File: src/rtl/ibs_pkg.sv
// shared constants, register codes and stage types for the box subsampler
package ibs_pkg;

	localparam int MAX_WIDTH  = 1024;
	localparam int MAX_HEIGHT = 1024;
	localparam int MAX_FACTOR = 16;

	localparam int PIX_W  = 8;
	localparam int COL_W  = $clog2(MAX_WIDTH);
	localparam int ROW_W  = $clog2(MAX_HEIGHT);
	localparam int CFG_W  = 11;
	localparam int FAC_W  = 5;
	localparam int BLK_W  = $clog2(MAX_FACTOR);
	localparam int SUM_W  = 16;
	localparam int AREA_W = 9;
	localparam int DIV_W  = AREA_W + 1;
	localparam int DVD_W  = SUM_W + 2;
	localparam int PROD_W = 16;
	localparam int IDX_W  = 2;

	localparam logic [IDX_W-1:0] CFG_IMAGE_ROWS   = 2'd0;
	localparam logic [IDX_W-1:0] CFG_IMAGE_COLS   = 2'd1;
	localparam logic [IDX_W-1:0] CFG_BLOCK_FACTOR = 2'd2;

	typedef struct packed {
		logic              use_px;
		logic              first;
		logic              complete;
		logic              last;
		logic [ROW_W-1:0]  brow;
		logic [COL_W-1:0]  bcol;
		logic [AREA_W-1:0] area;
	} ibs_item_t;

	typedef struct packed {
		logic [DVD_W-1:0] dividend;
		logic [DIV_W-1:0] divisor;
		logic [ROW_W-1:0] brow;
		logic [COL_W-1:0] bcol;
		logic             last;
	} ibs_job_t;

endpackage

File: src/rtl/ibs_divider.sv
// serial restoring divider for the rounded mean and the output register
module ibs_divider (
	input  logic                      clk,
	input  logic                      arst_n,
	input  logic                      job_valid,
	output logic                      job_ready,
	input  ibs_pkg::ibs_job_t         job,
	output logic                      out_valid,
	input  logic                      out_ready,
	output logic [ibs_pkg::PIX_W-1:0] mean_value,
	output logic [ibs_pkg::ROW_W-1:0] out_row,
	output logic [ibs_pkg::COL_W-1:0] out_col,
	output logic                      last_of_image
);
	import ibs_pkg::*;

	localparam int CNT_W = $clog2(DVD_W);
	localparam logic [1:0] ST_IDLE = 2'd0;
	localparam logic [1:0] ST_RUN  = 2'd1;
	localparam logic [1:0] ST_HOLD = 2'd2;

	logic [1:0]       state_q;
	logic [CNT_W-1:0] cnt_q;
	logic [DIV_W-1:0] rem_q, div_q;
	logic [DVD_W-1:0] quo_q;
	logic [ROW_W-1:0] brow_q;
	logic [COL_W-1:0] bcol_q;
	logic             last_q;
	logic             out_valid_q;

	logic [DIV_W:0]   trial, diff;
	logic             ge;
	logic [DIV_W-1:0] step_rem;
	logic             load_out;

	assign job_ready = (state_q == ST_IDLE);
	assign load_out  = (state_q == ST_HOLD) && (!out_valid_q || out_ready);

	always_comb begin
		trial    = {rem_q, quo_q[DVD_W-1]};
		diff     = trial - {1'b0, div_q};
		ge       = trial >= {1'b0, div_q};
		step_rem = ge ? diff[DIV_W-1:0] : trial[DIV_W-1:0];
	end

	always_ff @(posedge clk or negedge arst_n) begin
		if (!arst_n) begin
			state_q     <= ST_IDLE;
			cnt_q       <= '0;
			out_valid_q <= 1'b0;
		end else begin
			unique case (state_q)
				ST_IDLE: begin
					if (job_valid) begin
						state_q <= ST_RUN;
						cnt_q   <= CNT_W'(DVD_W - 1);
					end
				end
				ST_RUN: begin
					cnt_q <= cnt_q - CNT_W'(1);
					if (cnt_q == '0)
						state_q <= ST_HOLD;
				end
				ST_HOLD: begin
					if (load_out)
						state_q <= ST_IDLE;
				end
				default: state_q <= ST_IDLE;
			endcase
			if (load_out)
				out_valid_q <= 1'b1;
			else if (out_ready)
				out_valid_q <= 1'b0;
		end
	end

	always_ff @(posedge clk) begin
		if (state_q == ST_IDLE && job_valid) begin
			rem_q  <= '0;
			quo_q  <= job.dividend;
			div_q  <= job.divisor;
			brow_q <= job.brow;
			bcol_q <= job.bcol;
			last_q <= job.last;
		end else if (state_q == ST_RUN) begin
			rem_q <= step_rem;
			quo_q <= {quo_q[DVD_W-2:0], ge};
		end
		if (load_out) begin
			mean_value    <= quo_q[PIX_W-1:0];
			out_row       <= brow_q;
			out_col       <= bcol_q;
			last_of_image <= last_q;
		end
	end

	assign out_valid = out_valid_q;

endmodule

File: config.mk
export PLATFORM = sky130hd
export DESIGN_NAME = ibs_divider
export DESIGN_NICKNAME = d
export VERILOG_FILES = /design/src/rtl/ibs_pkg.sv /design/src/rtl/ibs_divider.sv
export SDC_FILE = /design/constraint.sdc
export NUM_CORES = 1
export LEC_CHECK = 0
export ABC_AREA = 1
export BUFFER_PORTS_ARGS = -buffer_cell sky130_fd_sc_hd__buf_4
export CAP_MARGIN = 20
export CORE_MARGIN = 3
export CORE_UTILIZATION = 56
export CTS_BUF_LIST = sky130_fd_sc_hd__clkbuf_4
export DETAILED_ROUTE_END_ITERATION = 12
export HOLD_SLACK_MARGIN = 0.02
export MAX_ROUTING_LAYER = met4
export PLACE_DENSITY = 0.81
export SLEW_MARGIN = 20
export SYNTH_ARGS = -nofsm -noshare
export SYNTH_HDL_FRONTEND = slang
export SYNTH_SLANG_ARGS = --single-unit
File: constraint.sdc
create_clock -name clk -period 2.4 [get_ports clk]
set_input_delay 0.12 -clock clk [delete_from_list [all_inputs] [get_ports clk]]
set_output_delay 0.12 -clock clk [all_outputs]
set_load 0.01 [all_outputs]
### Word-level counts from Yosys, hierarchy flattened

Cells that the tools add are included.

* word-level logic and storage cells: 43
* bits in registers: 96
* input bits: 53
* memories: 0
* RAM bits: 0
* output and inout bits: 31
* memory bits (read-only): 0
* bits in latches: 0

* muxes and demuxes: 11
* magnitude comparators: 1
* add/sub/neg operators: 2
* equal/unequal tests: 5
* multipliers: 0
* bitwise operators: 0
* divide/modulo/power cells: 0
* shifts and indexed selects: 0
* reductions and logical operators: 11

Operator list (count)
* $mux W18: 2
* $ge A11 B10 Y1: 1
* $mux W10: 1
* $pmux W5 S2: 1
* $sub A10 B10 Y10: 1
* $mux W2: 3
* $ne A2 B2 Y1 const B: 3
* $pmux W2 S3: 1
* $reduce_bool A2 Y1: 3
* $logic_not A5 Y1: 1
* $mux W5: 1
* $sub A5 B1 Y5 const B: 1
* $reduce_and A3 Y1: 1
* $eq A2 B1 Y1 const B: 1
* $eq A2 B2 Y1 const B: 1
* $logic_and A1 B1 Y1: 2
* $logic_not A2 Y1: 1
* $mux W1: 2
* $reduce_and A2 Y1: 1
* $logic_not A1 Y1: 1
* $logic_or A1 B1 Y1: 1

### Logic depth before layout (Yosys ltp)

Gate-level depths: netlist (run 1).

* depth in word-level cells: 5
* mapped depth: 14
* gate-level depth less buffers: 14

### Worst setup path before layout (run 1)

OpenSTA, ideal clock, no wires.

* kind: reg2reg
* from: register state_q[0]
* to: register last_of_image, enable pin
* buffers on the path: 0
* setup time: 0.415 ns
* data required time: 1.985 ns
* clock period less this slack: 2.180 ns
* stages on the path, launching flop included: 4
* arrival time: 1.765 ns
* slack: 0.220 ns
* cell sequence: dfrtp_1 > nor2_1 > inv_1 > nor2_1

* longest elaborated chain between the ends: 2

RTL lines
* start: declaration: RTL line ibs_divider.sv:22 `logic [1:0] state_q;`
* start signal: assignment: RTL line ibs_divider.sv:48 `state_q <= ST_IDLE;`
* start signal: assignment: RTL line ibs_divider.sv:55 `state_q <= ST_RUN;`
* start signal: assignment: RTL line ibs_divider.sv:62 `state_q <= ST_HOLD;`
* $eq A2 B2 Y1: RTL line ibs_divider.sv:37 `assign load_out = (state_q == ST_HOLD) && (!out_valid_q || out_ready);`
* $logic_and A1 B1 Y1: RTL line ibs_divider.sv:37
* named net load_out: RTL line ibs_divider.sv:34 `logic load_out;`
* end signal: assignment: RTL line ibs_divider.sv:93 `last_of_image <= last_q;`
* end: declaration: RTL line ibs_divider.sv:13 `output logic last_of_image`

The timed path passes the listed nets, and every way through them passes these cells.
A chain may end at the register's enable or synchronous reset.

### Worst setup path after layout (run 1)

* from: register rem_q[3]
* to: register rem_q[3]

* longest elaborated chain between the ends: 2

RTL lines
* start: declaration: RTL line ibs_divider.sv:24 `logic [DIV_W-1:0] rem_q, div_q;`
* start signal: assignment: RTL line ibs_divider.sv:86 `rem_q <= step_rem;`
* $ge A11 B10 Y1: RTL line ibs_divider.sv:42 `ge = trial >= {1'b0, div_q};`
* $mux W10: RTL line ibs_divider.sv:43 `step_rem = ge ? diff[DIV_W-1:0] : trial[DIV_W-1:0];`

No other way between the ends.

==> flow_metrics.tcl, run 1 <==
set metrics [dict create \
    hold_path_depth 6 \
    rsz0062_at_grt "no" \
    fp-row-count 30 \
    tightest_slew_ns 0.6052 \
    totalWireLength_mm 9.806 \
    layout_common_cells "nand2_1 (127), buf_4 (88), edfxtp_1 (78)" \
    cts-resized-gates 0 \
    ys_ff_latch 96 \
    r2r_cells 9 \
    cpMostUsedCell "nor2_2" \
    start_kind "register" \
    cp_num_buf_inv 2 \
    clockRootBuffer "clkbuf_4" \
    gp_congestion 0.8924 \
    vias 3103 \
    leakage_nw 2.468 \
    p_per_area_mw_per_mm2 1067 \
    firstDrtPassIters 4 \
    numCtsBuffers 9 \
    timing.fmax_mhz 526.5 \
    viasPerCell 5.079 \
    die_h_um 90.95 \
    slew_headroom_pct 59.66 \
    slew_viol_final 0 \
    grt_pass1_wl_mm 15.31 \
    syn_area_mm2 0.004041 \
    setup_violations 0 \
    drive_gt1_share_pct 22.91 \
    clock_skew_ns 0.02290 \
    final_common_cell "nand2_1" \
    syn_area_per_cell_um2 11.07 \
    cp.depth 9 \
    htreeDepth 3 \
    grt-ovfl-total 0 \
    fin_crit_ns 1.899 \
    grt_antenna_before_repair 0 \
    grt_max_degree 50 \
    cap_violations 0 \
    drc 0 \
    fin_util_pct 79.38 \
    fin_tns_setup_ns 0 \
    crit_path_end_kind "register" \
    fin_total_pwr_mw 5.850 \
    final_cells 611 \
    ys_types 30 \
    arrival_ns 2.24 \
    path_clk_slew_ns 0.16 \
    ctsHoldBuffers 51 \
    die-area_mm2 0.008272 \
    timing.hold.worst.class "in2reg" \
    drtAntennaViolNets 0 \
    period_share_pct 79.13 \
    hold_viol 0 \
    core_area_mm2 0.006907 \
    dp_hpwl_mm 5.694 \
    ys_warn_count 0 \
    hold_slack_ns 0.1305 \
    die_x_um 90.95 \
    ys_seq_area_share_pct 67.86 \
    slowest_stage "ha_1" \
    syn_to_final_growth_pct 35.67 \
    max-vdd-ir-drop_v 0.0005199 \
    worstPathCellList "ha_1 > nand2_1 > nor2_1 > inv_1 > nor2_2 > nor2_2 > buf_4 > a21oi_1 > o21ai_1" \
    clkLatencyLatePin_ns 0.45 \
    drtIter0Drc 281 \
    outcome "complete, no violations" \
    clock_path_buffers 2 \
    cts_sinks 96 \
    wl_per_cell_um 16.05 \
    synth_nets 431 \
    post_cts_buffers 0 \
    ios 84 \
    grt_pass1_vias 3118 \
    cts_tree "built" \
    path_max_fanout 10 \
    synth_cells 365 \
    cp_top_family "simple AND/OR/NAND/NOR gates" \
    io_buffers 83 \
    num_antenna_cells 0 \
    crit_path_max_incr_delay_ns 0.40 \
    track_usage_pct 25.00 \
    required_ns 2.74 \
    initial_core_util_pct 58.51 \
    worst-setup-path-type "reg2reg" \
    final_nets 576 \
    placed_cells 543 \
]
-- worst paths after layout --
kind / startpoint / end / slack, ns
setup / recovery: rem_q[3] / rem_q[3] / 0.50
hold / removal: job_valid / rem_q[9] / 0.13
setup reg to reg: rem_q[3] / rem_q[3] / 0.50
hold reg to reg: bcol_q[6] / out_col[6] / 0.44
max in group asynchronous: arst_n / cnt_q[1] / 1.48
min in group asynchronous: arst_n / out_valid / 0.65
-- worst min-delay path, delay by kind of cell --
family        cells  cell delay, ns
simple gates      4            0.27
buf+inv           2            0.15
-- power breakdown --
| part | internal, mW | switching (mW) | total [mW] |
|---|---|---|---|
| Clock | 0.353 | 0.627 | 0.980 |
| Sequential | 2.36 | 0.223 | 2.58 |
| Combinational | 0.893 | 1.40 | 2.29 |
-- cells by family after synthesis --
family	Yosys count	synth area share, %
AOI/OAI and AO/OA	19	2.538
muxes	1	0.2477
and+or+nand+nor	180	19.04
adders and majority gates	13	4.210
buffers and inverters	53	5.449
xor gates and xnor gates	3	0.6503
DFF	96	67.86
-- per-layer routing --
metal  vias to the layer above  global-route usage, %  part of all wire (%)
li1                       1489                      -                     -
met1                      1452                  26.72                    37
met2                       131                  43.47                    53
met3                        31                  6.794                   6.0
met4                         0                  10.93                   3.9
met5                         -                      -                     0
-- registers in the layout (all words and copies together), names as in the netlist, 2 cells and up --
signal	count
div_q	10
brow_q	10
rem_q	10
out_col	10
quo_q	18
cnt_q	5
mean_value	8
out_row	10
state_q	2
bcol_q	10
-- stage by stage --
step,setup slack (ns),instance area (µm²)
after global routing,0.3972,5483
after global placement,0.5936,4797
after floorplan,0.2200,4041
after CTS,0.5571,5473
final,0.5008,5483
after detailed placement,0.5850,4797
-- synth_stat cells (all sizes together) --
cell | instances | share of area (%)
dfrtp | 8 | 5.0
dfxtp | 10 | 5.0
fa | 1 | 0.50
a31oi | 1 | 0.15
nor2 | 17 | 1.8
o21ai | 8 | 0.99
clkbuf | 2 | 0.19
nand4 | 2 | 0.31
nand3 | 21 | 2.7
o22ai | 2 | 0.31
buf | 5 | 0.99
nand2 | 132 | 13
xnor2 | 3 | 0.65
nor4 | 1 | 0.15
ha | 12 | 3.7
edfxtp | 78 | 58
nand3b | 5 | 0.93
or2 | 1 | 0.15
a21oi | 8 | 1.1
inv | 46 | 4.3
nor3 | 1 | 0.25
mux2i | 1 | 0.25
-- area by class of cell --
| cell class | count | area [µm²] |
|---|---|---|
| inverters | 46 | 172.7 |
| clock buffers | 9 | 67.56 |
| well taps | 96 | 120.1 |
| repair buffers | 141 | 1201 |
| clock inverters | 7 | 97.59 |
| flip-flops and latches | 96 | 2743 |
| fillers | 429 | 1424 |
| multi-input cells | 216 | 1081 |
(Power assumes the default switching activity.)
==> run 2, diff against run 1 <==
Settings changed: ABC_AREA 1 to 0, PLACE_DENSITY 0.81 to 0.82.
Clock period 2.4 ns to 1.91 ns, I/O delays scaled along.
==> run 2 against run 1 <==
Compared with the run above:
- the flow now finishes with violations (setup timing)
- total power up 35%
- via count up 1.3%
- die area down 4.0%
- utilization up 6.8 points
- synthesized cell count down 20%
- critical path type unchanged
- highest routed layer unchanged
==> flow_metrics.tcl, run 2 <==
set metrics [dict create \
    outcome "finished, violations left" \
    violations "setup timing" \
    firstDrtPassIters 8 \
    slew_headroom_pct 55.18 \
    worstPathCellList "inv_2 > ha_4 > inv_2 > fa_2 > a211oi_4 > o21ai_2 > a21oi_2 > xor2_1 > o31ai_1" \
    ys_ff_latch 96 \
    track_usage_pct 26.89 \
    drtIter0Drc 502 \
    ys.flop_type "edfxtp_1" \
    syn_to_final_growth_pct 45.54 \
    slew_viol_final 0 \
    core_area_mm2 0.006531 \
    synth_nets 359 \
    synthArstFlopShare_pct 8.333 \
    cp_num_buf_inv 2 \
    cpMostUsedCell "inv_2" \
    yosys-top-cells-count "edfxtp_1 (78), nand2_1 (63), inv_1 (18), o21ai_0 (15), ha_1 (12)" \
    r2r_cells 9 \
    rsz0062_at_grt "yes" \
    slowest_stage "edfxtp_1" \
    numCtsBuffers 9 \
    ys_types 43 \
    clock_path_buffers 2 \
    syn_area_per_cell_um2 13.20 \
    timing.hold.worst.class "in2reg" \
    timing.fmax_mhz 475.5 \
    path_clk_slew_ns 0.17 \
    synth_edf_count 78 \
    leakage_nw 2.288 \
    hp-start "job_valid" \
    fp-row-count 29 \
    grt_max_degree 48 \
    path_max_fanout 3 \
    grt_antenna_before_repair 0 \
    num_antenna_cells 0 \
    drive_gt1_share_pct 33.70 \
    grt_pass1_vias 3102 \
    final_common_cell "buf_4" \
    totalWireLength_mm 11.65 \
    grt_pass1_wl_mm 15.01 \
    regMostFlops "quo_q" \
    clock_skew_ns 0.02147 \
    r2r_slack_ns -0.19 \
    cp_top_family "compound AO/OA/AOI/OAI gates" \
    gp_congestion 0.8431 \
    netlist_top_cells_area "edfxtp_1 (61%), nand2_1 (6.1%), dfrtp_1 (5.2%), dfxtp_1 (5.2%), ha_1 (3.9%)" \
    cts_sinks 96 \
    viasPerCell 5.884 \
    min_to "quo_q[3]" \
    max-vdd-ir-drop_v 0.0008932 \
    fin_crit_ns 2.103 \
    start_kind "register" \
    die_h_um 89.12 \
    cap_violations 0 \
    seqCellArea_mm2 0.002744 \
    required_ns 2.27 \
    setup_violations 3 \
    drtAntennaViolNets 0 \
    vias 3142 \
    largest_register_ff_count 18 \
    ios 84 \
    htreeDepth 3 \
    crit_path_max_incr_delay_ns 0.46 \
    ys_warn_count 0 \
    synth_most_common_cell "edfxtp_1" \
    io_buffers 83 \
    final_nets 518 \
    multi_input_area_mm2 0.001226 \
    synth_cells 293 \
    clkLatencyLatePin_ns 0.46 \
    synth_top_area_share_pct 60.54 \
    initial_core_util_pct 59.23 \
    num-fill-cells 291 \
    dp_hpwl_mm 5.546 \
    r2r-end "rem_q[6]" \
    hold_viol 0 \
    grt-ovfl-total 0 \
    fin_total_pwr_mw 7.906 \
    setup_ws_ns -0.1929 \
    worst-setup-path-type "reg2reg" \
    cts_tree "built" \
    synth_area_leader_cell "edfxtp_1" \
    clockRootBuffer "clkbuf_4" \
    fin_util_pct 86.21 \
    arrival_ns 2.47 \
    drc 0 \
    layout_common_cells "buf_4 (99), edfxtp_1 (78), nand2_1 (63)" \
    wl_per_cell_um 21.81 \
    hold_path_depth 5 \
    ys_seq_area_share_pct 70.89 \
    tightest_slew_ns 0.6629 \
    die-area_mm2 0.007941 \
    die_x_um 89.12 \
    crit_path_end_kind "register" \
    period_share_pct 110.1 \
    syn_area_mm2 0.003869 \
    worstReg2RegStart "quo_q[17]" \
    p_per_area_mw_per_mm2 1404 \
]
[run 2: cell count changes in the layout (fill, tap and decap cells not counted), sizes merged, moves of 4 or more]
cell,previous run,this run
a32oi,0,4
buf,89,102
inv,48,20
nand2,132,63
nand2b,0,6
nand3,21,6
nand3b,5,1
nor2,17,10
nor3,1,6
o21ai,8,18
xor2,0,4
[run 2: cell families after synthesis]
kind of cell    share of synthesized area (%)
flops                                   70.89
mux                                    0.7762
compound gates                          7.924
xor+xnor                                1.358
fa+ha+maj                               4.398
simple gates                            11.58
buf+inv                                 3.072
[run 2: where the power goes]
group	internal (mW)	switching, mW
sequential	2.93	0.362
clock	0.301	0.790
combinational	1.61	1.91
total	4.84	3.06
[run 2: how the worst max path moves through the flow]
stage | start | to | slack (ns) | cells past startpoint
final | quo_q[17] | rem_q[6] | -0.19 | 9
after CTS | quo_q[17] | rem_q[8] | -0.08 | 9
after global routing | quo_q[17] | rem_q[6] | -0.25 | 9
after global placement | quo_q[17] | rem_q[8] | -0.09 | 9
after detailed placement | quo_q[17] | rem_q[8] | -0.14 | 9
after floorplan | quo_q[17] | rem_q[8] | 0.006 | 9
[run 2: per-stage QoR]
step	cells	worst slack, ns	setup TNS (ns)	instance area, µm²	hold slack [ns]
finish	534	-0.1929	-0.4033	5630	0.1051
global route	534	-0.2454	-0.7845	5630	0.1459
CTS	529	-0.08116	-0.1433	5354	0.1288
detailed placement	460	-0.1366	-0.2456	4686	-0.08191
global placement	460	-0.09269	-0.1433	4686	-0.08258
floorplan	293	0.006249	0	3877	-0.2001
[run 2: metal layers]
| metal | share of wire (%) | GRT usage [%] | vias to the layer above |
|---|---|---|---|
| li1 | - | - | 1377 |
| met4 | 3.9 | 14.07 | 0 |
| met5 | 0 | - | - |
| met3 | 7.6 | 4.977 | 51 |
| met2 | 53 | 47.69 | 232 |
| met1 | 35 | 28.24 | 1482 |
[run 2: worst min-delay path: stages]
cell	delay, ns
buf_4	0.09
nand2_1	0.06
clkinv_1	0.10
nand2_1	0.06
nand2_1	0.06
[run 2: what timing repair did]
item | in CTS | in global routing
gates resized for setup | 7 | 41
endpoints found under the setup margin | 3 | 11
hold endpoints to repair | 59 | 0
buffers inserted | 1 | 3
pin swaps | 7 | 11
hold buffers | 52 | 0
cloned | 0 | 2
[run 2: final cells by class]
class                   count  share of cell area, %
clock buffers              10                  1.333
clock inverters             6                 0.9333
inverters                  19                  1.267
multi-input cells         170                  21.78
flip-flops and latches     96                  48.73
well taps                  77                  1.711
repair buffers            156                  24.24
