<file path="src/rtl/ibs_pkg.sv">
// shared constants, register codes and stage types for the box subsampler
package ibs_pkg;

	localparam int MAX_WIDTH  = 1024;
	localparam int MAX_HEIGHT = 1024;
	localparam int MAX_FACTOR = 16;

	localparam int PIX_W  = 8;
	localparam int COL_W  = $clog2(MAX_WIDTH);
	localparam int ROW_W  = $clog2(MAX_HEIGHT);
	localparam int CFG_W  = 11;
	localparam int FAC_W  = 5;
	localparam int BLK_W  = $clog2(MAX_FACTOR);
	localparam int SUM_W  = 16;
	localparam int AREA_W = 9;
	localparam int DIV_W  = AREA_W + 1;
	localparam int DVD_W  = SUM_W + 2;
	localparam int PROD_W = 16;
	localparam int IDX_W  = 2;

	localparam logic [IDX_W-1:0] CFG_IMAGE_ROWS   = 2'd0;
	localparam logic [IDX_W-1:0] CFG_IMAGE_COLS   = 2'd1;
	localparam logic [IDX_W-1:0] CFG_BLOCK_FACTOR = 2'd2;

	typedef struct packed {
		logic              use_px;
		logic              first;
		logic              complete;
		logic              last;
		logic [ROW_W-1:0]  brow;
		logic [COL_W-1:0]  bcol;
		logic [AREA_W-1:0] area;
	} ibs_item_t;

	typedef struct packed {
		logic [DVD_W-1:0] dividend;
		logic [DIV_W-1:0] divisor;
		logic [ROW_W-1:0] brow;
		logic [COL_W-1:0] bcol;
		logic             last;
	} ibs_job_t;

endpackage

</file>
<file path="src/rtl/ibs_position.sv">
// configuration registers and raster position counters
module ibs_position (
	input  logic                      clk,
	input  logic                      arst_n,
	input  logic                      cfg_write,
	input  logic [ibs_pkg::IDX_W-1:0] cfg_index,
	input  logic [ibs_pkg::CFG_W-1:0] cfg_data,
	input  logic                      advance,
	output ibs_pkg::ibs_item_t        item
);
	import ibs_pkg::*;

	logic [CFG_W-1:0]  rows_q, cols_q;
	logic [FAC_W-1:0]  fac_q;
	logic [CFG_W-1:0]  rows, cols;
	logic [FAC_W-1:0]  fac;

	logic [COL_W-1:0]  cp_q, bc_q;
	logic [ROW_W-1:0]  rp_q, br_q;
	logic [BLK_W-1:0]  cib_q, rib_q;

	logic [PROD_W-1:0] row_lo, row_hi, col_lo, col_hi;
	logic              row_ok, col_ok, row_end, col_end;

	logic [COL_W:0]    cp_n, bc_n;
	logic [ROW_W:0]    rp_n, br_n;
	logic [BLK_W:0]    cib_n, rib_n;

	always_ff @(posedge clk or negedge arst_n) begin
		if (!arst_n) begin
			rows_q <= CFG_W'(1);
			cols_q <= CFG_W'(1);
			fac_q  <= FAC_W'(2);
		end else if (cfg_write) begin
			unique case (cfg_index)
				CFG_IMAGE_ROWS:   rows_q <= cfg_data;
				CFG_IMAGE_COLS:   cols_q <= cfg_data;
				CFG_BLOCK_FACTOR: fac_q  <= cfg_data[FAC_W-1:0];
				default: ;
			endcase
		end
	end

	// out-of-range settings clamp to the supported range
	always_comb begin
		rows = rows_q;
		if (rows_q == '0)
			rows = CFG_W'(1);
		else if (rows_q > CFG_W'(MAX_HEIGHT))
			rows = CFG_W'(MAX_HEIGHT);
		cols = cols_q;
		if (cols_q == '0)
			cols = CFG_W'(1);
		else if (cols_q > CFG_W'(MAX_WIDTH))
			cols = CFG_W'(MAX_WIDTH);
		fac = fac_q;
		if (fac_q == '0)
			fac = FAC_W'(1);
		else if (fac_q > FAC_W'(MAX_FACTOR))
			fac = FAC_W'(MAX_FACTOR);
	end

	// block lies inside the image when its far edge is within the image
	always_comb begin
		row_lo  = (PROD_W'(br_q) + PROD_W'(1)) * PROD_W'(fac);
		row_hi  = (PROD_W'(br_q) + PROD_W'(2)) * PROD_W'(fac);
		col_lo  = (PROD_W'(bc_q) + PROD_W'(1)) * PROD_W'(fac);
		col_hi  = (PROD_W'(bc_q) + PROD_W'(2)) * PROD_W'(fac);
		row_ok  = row_lo <= PROD_W'(rows);
		col_ok  = col_lo <= PROD_W'(cols);
		row_end = row_hi > PROD_W'(rows);
		col_end = col_hi > PROD_W'(cols);
	end

	always_comb begin
		item.use_px   = row_ok && col_ok && (FAC_W'(rib_q) < fac) && (FAC_W'(cib_q) < fac);
		item.first    = (rib_q == '0) && (cib_q == '0);
		item.complete = (FAC_W'(rib_q) == fac - FAC_W'(1)) &&
		                (FAC_W'(cib_q) == fac - FAC_W'(1));
		item.last     = row_ok && col_ok && row_end && col_end;
		item.brow     = br_q;
		item.bcol     = bc_q;
		item.area     = AREA_W'(fac) * AREA_W'(fac);
	end

	always_comb begin
		cp_n  = {1'b0, cp_q} + (COL_W+1)'(1);
		cib_n = {1'b0, cib_q} + (BLK_W+1)'(1);
		bc_n  = (FAC_W'(cib_n) >= fac) ? {1'b0, bc_q} + (COL_W+1)'(1) : {1'b0, bc_q};
		rp_n  = {1'b0, rp_q} + (ROW_W+1)'(1);
		rib_n = {1'b0, rib_q} + (BLK_W+1)'(1);
		br_n  = (FAC_W'(rib_n) >= fac) ? {1'b0, br_q} + (ROW_W+1)'(1) : {1'b0, br_q};
	end

	always_ff @(posedge clk or negedge arst_n) begin
		if (!arst_n) begin
			cp_q  <= '0;
			bc_q  <= '0;
			cib_q <= '0;
			rp_q  <= '0;
			br_q  <= '0;
			rib_q <= '0;
		end else if (advance) begin
			if (CFG_W'(cp_n) >= cols) begin
				cp_q  <= '0;
				bc_q  <= '0;
				cib_q <= '0;
				if (CFG_W'(rp_n) >= rows) begin
					rp_q  <= '0;
					br_q  <= '0;
					rib_q <= '0;
				end else begin
					rp_q  <= rp_n[ROW_W-1:0];
					br_q  <= br_n[ROW_W-1:0];
					rib_q <= (FAC_W'(rib_n) >= fac) ? '0 : rib_n[BLK_W-1:0];
				end
			end else begin
				cp_q  <= cp_n[COL_W-1:0];
				bc_q  <= bc_n[COL_W-1:0];
				cib_q <= (FAC_W'(cib_n) >= fac) ? '0 : cib_n[BLK_W-1:0];
			end
		end
	end

endmodule

</file>
<file path="config.mk">
export PLATFORM = sky130hd
export DESIGN_NAME = ibs_position
export DESIGN_NICKNAME = d
export VERILOG_FILES = /design/src/rtl/ibs_pkg.sv /design/src/rtl/ibs_position.sv
export SDC_FILE = /design/constraint.sdc
export NUM_CORES = 1
export LEC_CHECK = 0
export BUFFER_PORTS_ARGS = -buffer_cell sky130_fd_sc_hd__buf_2
export CORE_UTILIZATION = 70
export DETAILED_ROUTE_END_ITERATION = 8
export GPL_ROUTABILITY_DRIVEN = 1
export PLACE_DENSITY = 0.91
export REMOVE_ABC_BUFFERS = 1
export SETUP_SLACK_MARGIN = 0.15
export SYNTH_ARGS = -nofsm -noshare
export SYNTH_HDL_FRONTEND = slang
export SYNTH_SLANG_ARGS = --single-unit
</file>
<file path="constraint.sdc">
create_clock -name clk -period 11.7 [get_ports clk]
set_input_delay 1.17 -clock clk [delete_from_list [all_inputs] [get_ports clk]]
set_output_delay 1.17 -clock clk [all_outputs]
set_load 0.02 [all_outputs]
</file>
; Word level (Yosys, flattened, before mapping)
; Cells that the tools add are included.
; Widths: inputs -> output; s select.
[op_classes]
n_addsub = 11
multipliers = 5
magnitude_cmp = 13
n_eq_ne = 4
n_mux = 16
n_reduce_logical = 21
[op_table]
columns = op, n
row1 = $mul 11x5->16, 4
row2 = $mux 10, 6
row3 = $add 10x1->11 const B, 4
row4 = $mux 11, 4
row5 = $gt 16x11->1, 2
row6 = $le 16x11->1, 2
row7 = $add 10x2->11 const B, 2
row8 = $ge 11x11->1, 2
row9 = $gt 11x11->1 const B, 2
row10 = $logic_not 11->1, 2
row11 = $add 10x1->10 const B, 2
row12 = $mux 4, 4
row13 = $add 4x1->5 const B, 2
row14 = $eq 4x5->1, 2
row15 = $ge 5x5->1, 2
row16 = $lt 4x5->1, 2
row17 = $mux 5, 2
row18 = $reduce_and 2->1, 5
row19 = $mul 5x5->9, 1
row20 = $logic_not 4->1, 2
row21 = $logic_and 1x1->1, 7
row22 = $gt 5x5->1 const B, 1
row23 = $logic_not 5->1, 1
row24 = $sub 5x1->5 const B, 1
row25 = other kinds (5), 6
[totals]
reg_bits = 75
inputBits = 17
out_inout_bits = 33
elab_cells = 79

; Logic depth before layout (Yosys ltp)
; Gate-level depths: netlist of the first run.
[depth]
depth_word = 8
ltp_mapped = 27

; Worst setup path after synthesis of the first run
; Ideal clock, no wire load.
[synth_path]
path_type = register -> output
start = reg fac_q[2]
end = out item[32] in the netlist's numbering
t_arrival_ns = 6.012
required_ns = 10.530
slack_ns = 4.518
stages_incl_launch_ff = 26
path_buffers = 3
path_cell_list = dfrtp_1 clkbuf_1 nor2b_1 inv_1 clkbuf_1 buf_1 nor2_1 fa_1 fa_1 inv_1 fa_1 inv_1 ha_1 a21oi_1 o31ai_4 a21o_2 a21oi_1 xnor2_1 ha_1 nand4_1 nor2_1 a2111oi_0 o22a_1 o311ai_0 nor4_2 a21boi_1
[synth_rtl]
columns = item, line
row1 = "start, declared", ibs_position.sv:14  ; logic [FAC_W-1:0] fac_q;
row2 = "start signal, assigned", ibs_position.sv:38  ; CFG_BLOCK_FACTOR: fac_q <= cfg_data[FAC_W-1:0];
row3 = "end, declared", ibs_position.sv:9  ; output ibs_pkg::ibs_item_t item

==> results.sh, run 1 <==
export IMPL_routed_wl_um=33700
export IMPL_grt_pass1_vias=11900
export IMPL_crit_path_start_kind="flop"
export IMPL_clock_sinks=75
export IMPL_postCtsSetupBuffers=0
export IMPL_io_buffers=48
export IMPL_fp_dieW_um=139
export IMPL_critPathBufInv=5
export IMPL_tightest_slew_ps=1190
export IMPL_tritoncts="yes"
export IMPL_tns_ps=0
export IMPL_totalPowerFinal_mw=1.95
export IMPL_fin_crit_ps=8920
export IMPL_clock_latency_ps=360
export IMPL_grt_max_degree=76
export IMPL_clock_root_buffer="clkbuf_16"
export IMPL_worstReg2RegEnd="bc_q[1]$_DFFE_PN0P_"
export IMPL_crit_path_start="fac_q[3]$_DFFE_PN0P_"
export IMPL_std_cell_rows=49
export IMPL_yosysUniqueCellTypes=73
export IMPL_critPathMaxFanout=30
export IMPL_diodes=0
export IMPL_vias=11700
export IMPL_endpoint="item[32]"
export IMPL_grt_usage=0.367
export IMPL_synth_ff_type="dfrtp_1"
export IMPL_initial_core_util=0.720
export IMPL_rsz0062_at_grt="no"
export IMPL_path_class="reg2out"
export IMPL_synth_cells=1557
export IMPL_synth_seq_area_share=0.144
export IMPL_drtPass1Iterations=7
export IMPL_core_area_sq_um=18100
export IMPL_drive_above_1_share=0.0826
export IMPL_fin_skew_ps=15.3
export IMPL_routedWlPerCell_um=18.7
export IMPL_numCtsBuffers=9
export IMPL_post_cts_resized=0
export IMPL_clk_pin_slew_ps=60
export IMPL_fmax_mhz=112
export IMPL_cp_data_arrival_time_ps=7750
export IMPL_slowest_delay_ps=970
export IMPL_syn_area_per_cell_sq_um=8.40
export IMPL_hpwlAfterDp_um=25500
export IMPL_ios=50
export IMPL_grt_pass1_wl_um=56400
export IMPL_ys_warn_count=0
export IMPL_min_period_over_period=0.762
export IMPL_drcViolationCount=19
export IMPL_syn2layout_area_growth_pct=5.06
export IMPL_dieArea_sq_um=19200
export IMPL_failed_checks="DRC"
export IMPL_cp_cell_sequence="nor2b_2 -> clkinv_1 -> buf_4 -> nor2_1 -> fa_1 -> fa_1 -> inv_1 -> fa_1 -> inv_1 -> ha_1 -> a21oi_1 -> o31ai_4 -> a21o_2 -> a21oi_1 -> xnor2_1 -> ha_1 -> o21ai_0 -> a21oi_1 -> a2111oi_0 -> o22a_1 -> o311ai_0 -> nor4_2 -> a21boi_1 -> buf_2"
export IMPL_r2r_start="fac_q[4]$_DFFE_PN0P_"
export IMPL_endpoint_kind="output pin"
export IMPL_clk_path_buf_depth=2
export IMPL_syn_area_sq_um=13100
export IMPL_drv_slew=0
export IMPL_finalHoldViolCount=0
export IMPL_antenna_found_initial=2
export IMPL_synth_seq_cells=75
export IMPL_die_y_um=139
export IMPL_cts_hold_buf=0
export IMPL_setup_viol=0
export IMPL_fin_nets=1898
export IMPL_critPathTopFamily="adder cells"
export IMPL_dr_first_iter_drc_count=1279
export IMPL_max_cap_violations=0
export IMPL_worstRegToRegCells=13
export IMPL_max_slew_margin=0.204
export IMPL_synth_edf_count=0
export IMPL_vias_per_cell=6.49
export IMPL_fillers=1228
export IMPL_path_depth=24
export IMPL_overflow=0
export IMPL_place_congestion=0.924
export IMPL_ant_nets=0
export IMPL_outcome="finished with violations"
export IMPL_cts_htree_levels=3
export IMPL_async_reset_ff_frac=1.00
export IMPL_cpMaxStageDelayCell="nor2b_2"
export IMPL_powerDensity_nw_per_um2=142
export IMPL_required_ps=10530
export IMPL_min_path_type="reg2reg"
export IMPL_p_leak_nw=7.11
export IMPL_ir_drop_uv=87.7
export IMPL_r2r_setup_slack_ps=7500
==> cell usage in the layout, fill, tap and decap left out, types with 5 or more instances in the layout <==
master	instances
a2111oi_0	7
a21o_1	17
a21oi_1	57
a22o_1	9
a31oi_1	5
a32o_1	10
and2_1	30
and3_1	27
buf_2	47
buf_4	12
clkbuf_16	9
dfrtp_1	72
fa_1	110
ha_1	202
inv_1	184
mux2_2	27
nand2_1	133
nand2b_1	34
nand3_1	44
nand3b_1	6
nand4_1	17
nor2_1	160
nor2b_1	19
nor3_1	15
nor4_1	7
o2111ai_1	5
o211ai_1	11
o21a_1	14
o21ai_0	67
o21ai_1	9
o21bai_1	12
o22ai_1	5
or2_2	9
or3_1	6
xnor2_1	66
xor2_1	36
==> area by class of cell <==
cell class	count	area (sq um)	share of cell area
repair buffers	59	325	0.0237
inverters	186	698	0.0508
clock buffers	12	246	0.0179
flip-flops and latches	75	1880	0.137
multi-input cells	1238	10300	0.748
well taps	229	287	0.0209
clock inverters	4	26.3	0.00191
==> worst min-delay path by stage <==
stage,startpoint,endpoint,slack [ps],cells past startpoint
after global placement,cols_q[8]$_DFFE_PN0P_,cols_q[8]$_DFFE_PN0P_,520,1
after CTS,cols_q[3]$_DFFE_PN0P_,cols_q[3]$_DFFE_PN0P_,540,1
final,cols_q[3]$_DFFE_PN0P_,cols_q[3]$_DFFE_PN0P_,530,1
after detailed placement,rows_q[6]$_DFFE_PN0P_,rows_q[6]$_DFFE_PN0P_,530,1
after floorplan,cols_q[6]$_DFFE_PN0P_,cols_q[6]$_DFFE_PN0P_,500,1
after global routing,cols_q[3]$_DFFE_PN0P_,cols_q[3]$_DFFE_PN0P_,560,1
==> state kept, by name, summed over array words and instances, names as in the netlist <==
signal  flops
cols_q     11
rows_q     11
bc_q       10
br_q       10
cp_q       10
rp_q       10
fac_q       5
cib_q       4
rib_q       4
==> per-stage QoR <==
stage / cell area, sq um / util / std cells / setup WS, ps / hold WS, ps
after floorplan: 12800 / - / 1499 / 3490 / 502
after global placement: 13500 / 0.742 / 1787 / 3640 / 520
after detailed placement: 13500 / 0.742 / 1787 / 3360 / 525
after CTS: 13700 / 0.757 / 1803 / 2960 / 538
after global routing: 13700 / 0.757 / 1803 / 2440 / 560
final: 13700 / 0.757 / 1803 / 2780 / 533
==> logic make-up (layout without fill, tap and decap cells) <==
logic type / after synthesis / after routing / synth area share
and+or+nand+nor: 526 / 526 / 0.193
adders and majority gates: 312 / 312 / 0.362
AOI/OAI and AO/OA: 263 / 263 / 0.134
buffers and inverters: 247 / 261 / 0.0723
xor gates and xnor gates: 102 / 102 / 0.0683
DFF: 75 / 75 / 0.144
muxes: 31 / 31 / 0.0263
other: 1 / 4 / 0.000287
==> cell usage after synthesis (6+ instances only) <==
| cell | instances | share of area |
|---|---|---|
| o21ai_1 | 9 | 0.0034 |
| a22o_1 | 9 | 0.0060 |
| nand2_1 | 133 | 0.038 |
| nor2_1 | 161 | 0.046 |
| and2_1 | 30 | 0.014 |
| clkbuf_1 | 53 | 0.015 |
| nor3_1 | 15 | 0.0057 |
| o21a_1 | 14 | 0.0080 |
| and3_1 | 27 | 0.013 |
| nand3b_1 | 6 | 0.0034 |
| xnor2_1 | 66 | 0.044 |
| nand3_1 | 44 | 0.017 |
| xor2_1 | 36 | 0.024 |
| a32o_1 | 10 | 0.0077 |
| or3_1 | 6 | 0.0029 |
| nor2b_1 | 21 | 0.010 |
| nand2b_1 | 34 | 0.016 |
| a21oi_1 | 57 | 0.022 |
| o21bai_1 | 12 | 0.0069 |
| nor4_1 | 7 | 0.0034 |
| fa_1 | 110 | 0.17 |
| a2111oi_0 | 7 | 0.0047 |
| mux2_2 | 27 | 0.023 |
| dfrtp_1 | 72 | 0.14 |
| nand4_1 | 17 | 0.0081 |
| inv_1 | 184 | 0.053 |
| ha_1 | 202 | 0.19 |
| o211ai_1 | 11 | 0.0063 |
| o21ai_0 | 67 | 0.026 |
| or2_2 | 9 | 0.0043 |
| a21o_1 | 17 | 0.0098 |
==> where the power goes <==
part / internal [mW] / switching [mW]
sequential: 0.314 / 0.0951
combinational: 0.504 / 0.768
clock: 0.149 / 0.122
==> routing by layer <==
metal / GRT usage / part of all wire
met5: 0 / 0.00036
met4: 0.187 / 0.046
met3: 0.0818 / 0.10
met2: 0.593 / 0.45
met1: 0.465 / 0.40
==> worst reg2reg max path, cell delays in order, from the launching register on <==
cell and delay [ps]:
dfrtp_1 360, buf_4 410, nor2b_1 120, inv_1 520, buf_4 420, ha_1 290
a21boi_0 130, o21a_1 170, o21a_1 170, o21ai_0 200, nand2b_1 190, o31ai_2 880
nand2_1 160, o21ai_0 110
(Power assumes the default switching activity.)
==> run 2: changes to the inputs <==
Settings changed: ABC_AREA set to 1, CORE_UTILIZATION 70 to 65, PLACE_DENSITY 0.91 to 0.85.
Clock period 11.7 ns to 8.85 ns, I/O delays scaled along.
==> run 2 against run 1 <==
Against the previous run:
- total power rose by 100%
- non-clock buffer count fell by 4
- critical path type unchanged
- critical endpoint is now item[29]
- count of clock-buffer cells in the layout fell by 1
- sequential share of layout area fell by 0.37 points
- final cell count rose by 20%
- global-route usage fell by 2.5 points
- first-iteration DRC count fell by 51%
- the flow now finishes without violations
==> results.sh, run 2 <==
export IMPL_grt_usage=0.342
export IMPL_synth_simple_area_share=0.250
export IMPL_synthTopCellsByArea="ha_1 (19%), fa_1 (16%), dfrtp_1 (13%)"
export IMPL_diodes=0
export IMPL_ios=50
export IMPL_min_period_over_period=0.861
export IMPL_layout_common_cells="nand2_1 (378), inv_1 (347), nor2_1 (254)"
export IMPL_tns_ps=0
export IMPL_place_area_sq_um=13800
export IMPL_reg_largest_list="cols_q (11), rows_q (11)"
export IMPL_clock_sinks=75
export IMPL_synth_top_area_frac=0.189
export IMPL_clock_latency_ps=360
export IMPL_synth_seq_cells=75
export IMPL_antenna_found_initial=0
export IMPL_synth_ff_type="dfrtp_1"
export IMPL_required_ps=7970
export IMPL_slowest_delay_ps=830
export IMPL_clk_path_buf_depth=2
export IMPL_vias_per_cell=5.66
export IMPL_synth_seq_area_share=0.141
export IMPL_finalHoldViolCount=0
export IMPL_setup_viol=0
export IMPL_totalPowerFinal_mw=3.98
export IMPL_fin_skew_ps=12.7
export IMPL_ant_nets=0
export IMPL_io_buffers=48
export IMPL_synthAdderAreaFrac=0.354
export IMPL_cpMaxStageDelayCell="inv_1"
export IMPL_syn_area_sq_um=13300
export IMPL_postCtsSetupBuffers=0
export IMPL_dpl_worst_slack_ps=1680
export IMPL_tightest_slew_ps=1100
export IMPL_post_place_cells=2156
export IMPL_numCtsBuffers=9
export IMPL_routedWlPerCell_um=15.9
export IMPL_grt_pass1_vias=12600
export IMPL_drcViolationCount=0
export IMPL_final_common_cell="nand2_1"
export IMPL_std_cell_rows=52
export IMPL_endpoint_kind="output pin"
export IMPL_synth_compound_area_frac=0.0957
export IMPL_rsz0062_at_grt="no"
export IMPL_syn2layout_area_growth_pct=5.77
export IMPL_synth_mux_area_frac=0
export IMPL_overflow=0
export IMPL_cp_common_cell="nand2_1"
export IMPL_routed_wl_um=34400
export IMPL_hpwlAfterDp_um=27100
export IMPL_critPathMaxFanout=28
export IMPL_syn_area_per_cell_sq_um=7.16
export IMPL_synth_most_common_cell="nand2_1"
export IMPL_cts_hold_buf=0
export IMPL_synthXorXnorAreaFrac=0.0466
export IMPL_drtPass1Iterations=5
export IMPL_synth_cells=1865
export IMPL_grt_max_degree=76
export IMPL_cp_data_arrival_time_ps=6730
export IMPL_cts_htree_levels=3
export IMPL_dr_first_iter_drc_count=631
export IMPL_initial_core_util=0.662
export IMPL_drv_slew=0
export IMPL_fin_crit_ps=7620
export IMPL_clk_pin_slew_ps=60
export IMPL_clock_root_buffer="clkbuf_16"
export IMPL_dieArea_sq_um=21100
export IMPL_grt_pass1_wl_um=58400
export IMPL_drive_above_1_share=0.0589
export IMPL_min_path_type="reg2reg"
export IMPL_powerDensity_nw_per_um2=282
export IMPL_outcome="completed"
export IMPL_yosysUniqueCellTypes=55
export IMPL_post_cts_resized=0
export IMPL_path_class="reg2out"
export IMPL_timing_hold_ws_ps=505
export IMPL_setup_ws_ps=1230
export IMPL_tritoncts="yes"
export IMPL_async_reset_ff_frac=1.00
export IMPL_max_cap_violations=0
export IMPL_ys_warn_count=0
export IMPL_core_area_sq_um=20200
export IMPL_p_leak_nw=7.93
export IMPL_synth_common_cells="nand2_1 (378), inv_1 (347), nor2_1 (254)"
export IMPL_ir_drop_uv=210
export IMPL_fmax_mhz=131
export IMPL_synth_edf_count=0
export IMPL_layout_cells_non_filler=2172
export IMPL_die_y_um=145
export IMPL_fin_nets=2226
export IMPL_place_congestion=0.924
export IMPL_synth_top_family_by_area="adder cells"
export IMPL_synth_top_area_cell="ha_1"
export IMPL_crit_path_start_kind="flop"
export IMPL_vias=12300
export IMPL_fp_dieW_um=145
export IMPL_final_util=0.700
export IMPL_max_slew_margin=0.265
export IMPL_fin_area_sq_um=14100
[run 2: changes by cell type after synthesis, sizes merged, moves of 30 or more]
| cell | previous run | this run |
|---|---|---|
| nand3 | 44 | 91 |
| xnor2 | 66 | 18 |
| nor2 | 162 | 259 |
| inv | 184 | 351 |
| nand2b | 34 | 0 |
| nand2 | 134 | 383 |
| clkbuf | 54 | 24 |
[run 2: path summary, 6_finish.rpt]
path	cells after the start	startpoint	end	slack (ps)
worst min register to register	2	cols_q[0]$_DFFE_PN1P_	cols_q[0]$_DFFE_PN1P_	510
worst max-delay path	30	fac_q[3]$_DFFE_PN0P_	item[29]	1230
min in group asynchronous	1	arst_n	rp_q[3]$_DFFE_PN0P_	690
worst min-delay path	2	cols_q[0]$_DFFE_PN1P_	cols_q[0]$_DFFE_PN1P_	510
worst max register to register	17	fac_q[4]$_DFFE_PN0P_	br_q[9]$_DFFE_PN0P_	5030
max in group asynchronous	1	arst_n	cols_q[2]$_DFFE_PN0P_	7490
[run 2: power breakdown]
| group | total (mW) | switching (mW) | internal (mW) |
|---|---|---|---|
| clock network | 0.404 | 0.176 | 0.228 |
| registers | 0.567 | 0.126 | 0.440 |
| logic | 3.01 | 1.95 | 1.07 |
| total | 3.98 | 2.25 | 1.74 |
[run 2: layout make-up]
| class | count | area [sq um] |
|---|---|---|
| clock buffer | 11 | 243 |
| clock inverter | 5 | 60.1 |
| fill | 1672 | 6050 |
| inverter | 353 | 1330 |
| multi-input combinational | 1403 | 9970 |
| sequential | 75 | 1880 |
| tap | 270 | 338 |
| timing repair buffer | 55 | 295 |
[run 2: critical path: cells and delay by family (launching register included)]
family	cells	cell delay (ps)
fa+ha+maj	5	2230
buf+inv	7	1770
simple gates	13	1060
compound gates	4	760
flops	1	400
xor+xnor	1	150
[run 2: cells by family after synthesis]
| group | count (synthesis) |
|---|---|
| AO/OA/AOI/OAI | 219 |
| XOR/XNOR | 71 |
| adder cells (fa/ha/maj) | 312 |
| buffers and inverters | 390 |
| flip-flops | 75 |
| other | 1 |
| AND/OR/NAND/NOR | 797 |
[run 2: routing by layer]
metal | vias to the layer above | part of all wire | global-route usage
met1 | 5770 | 0.40 | 0.411
met4 | 0 | 0.050 | 0.192
li1 | 5939 | - | -
met5 | - | 0 | 0
met2 | 468 | 0.49 | 0.585
met3 | 122 | 0.063 | 0.0538
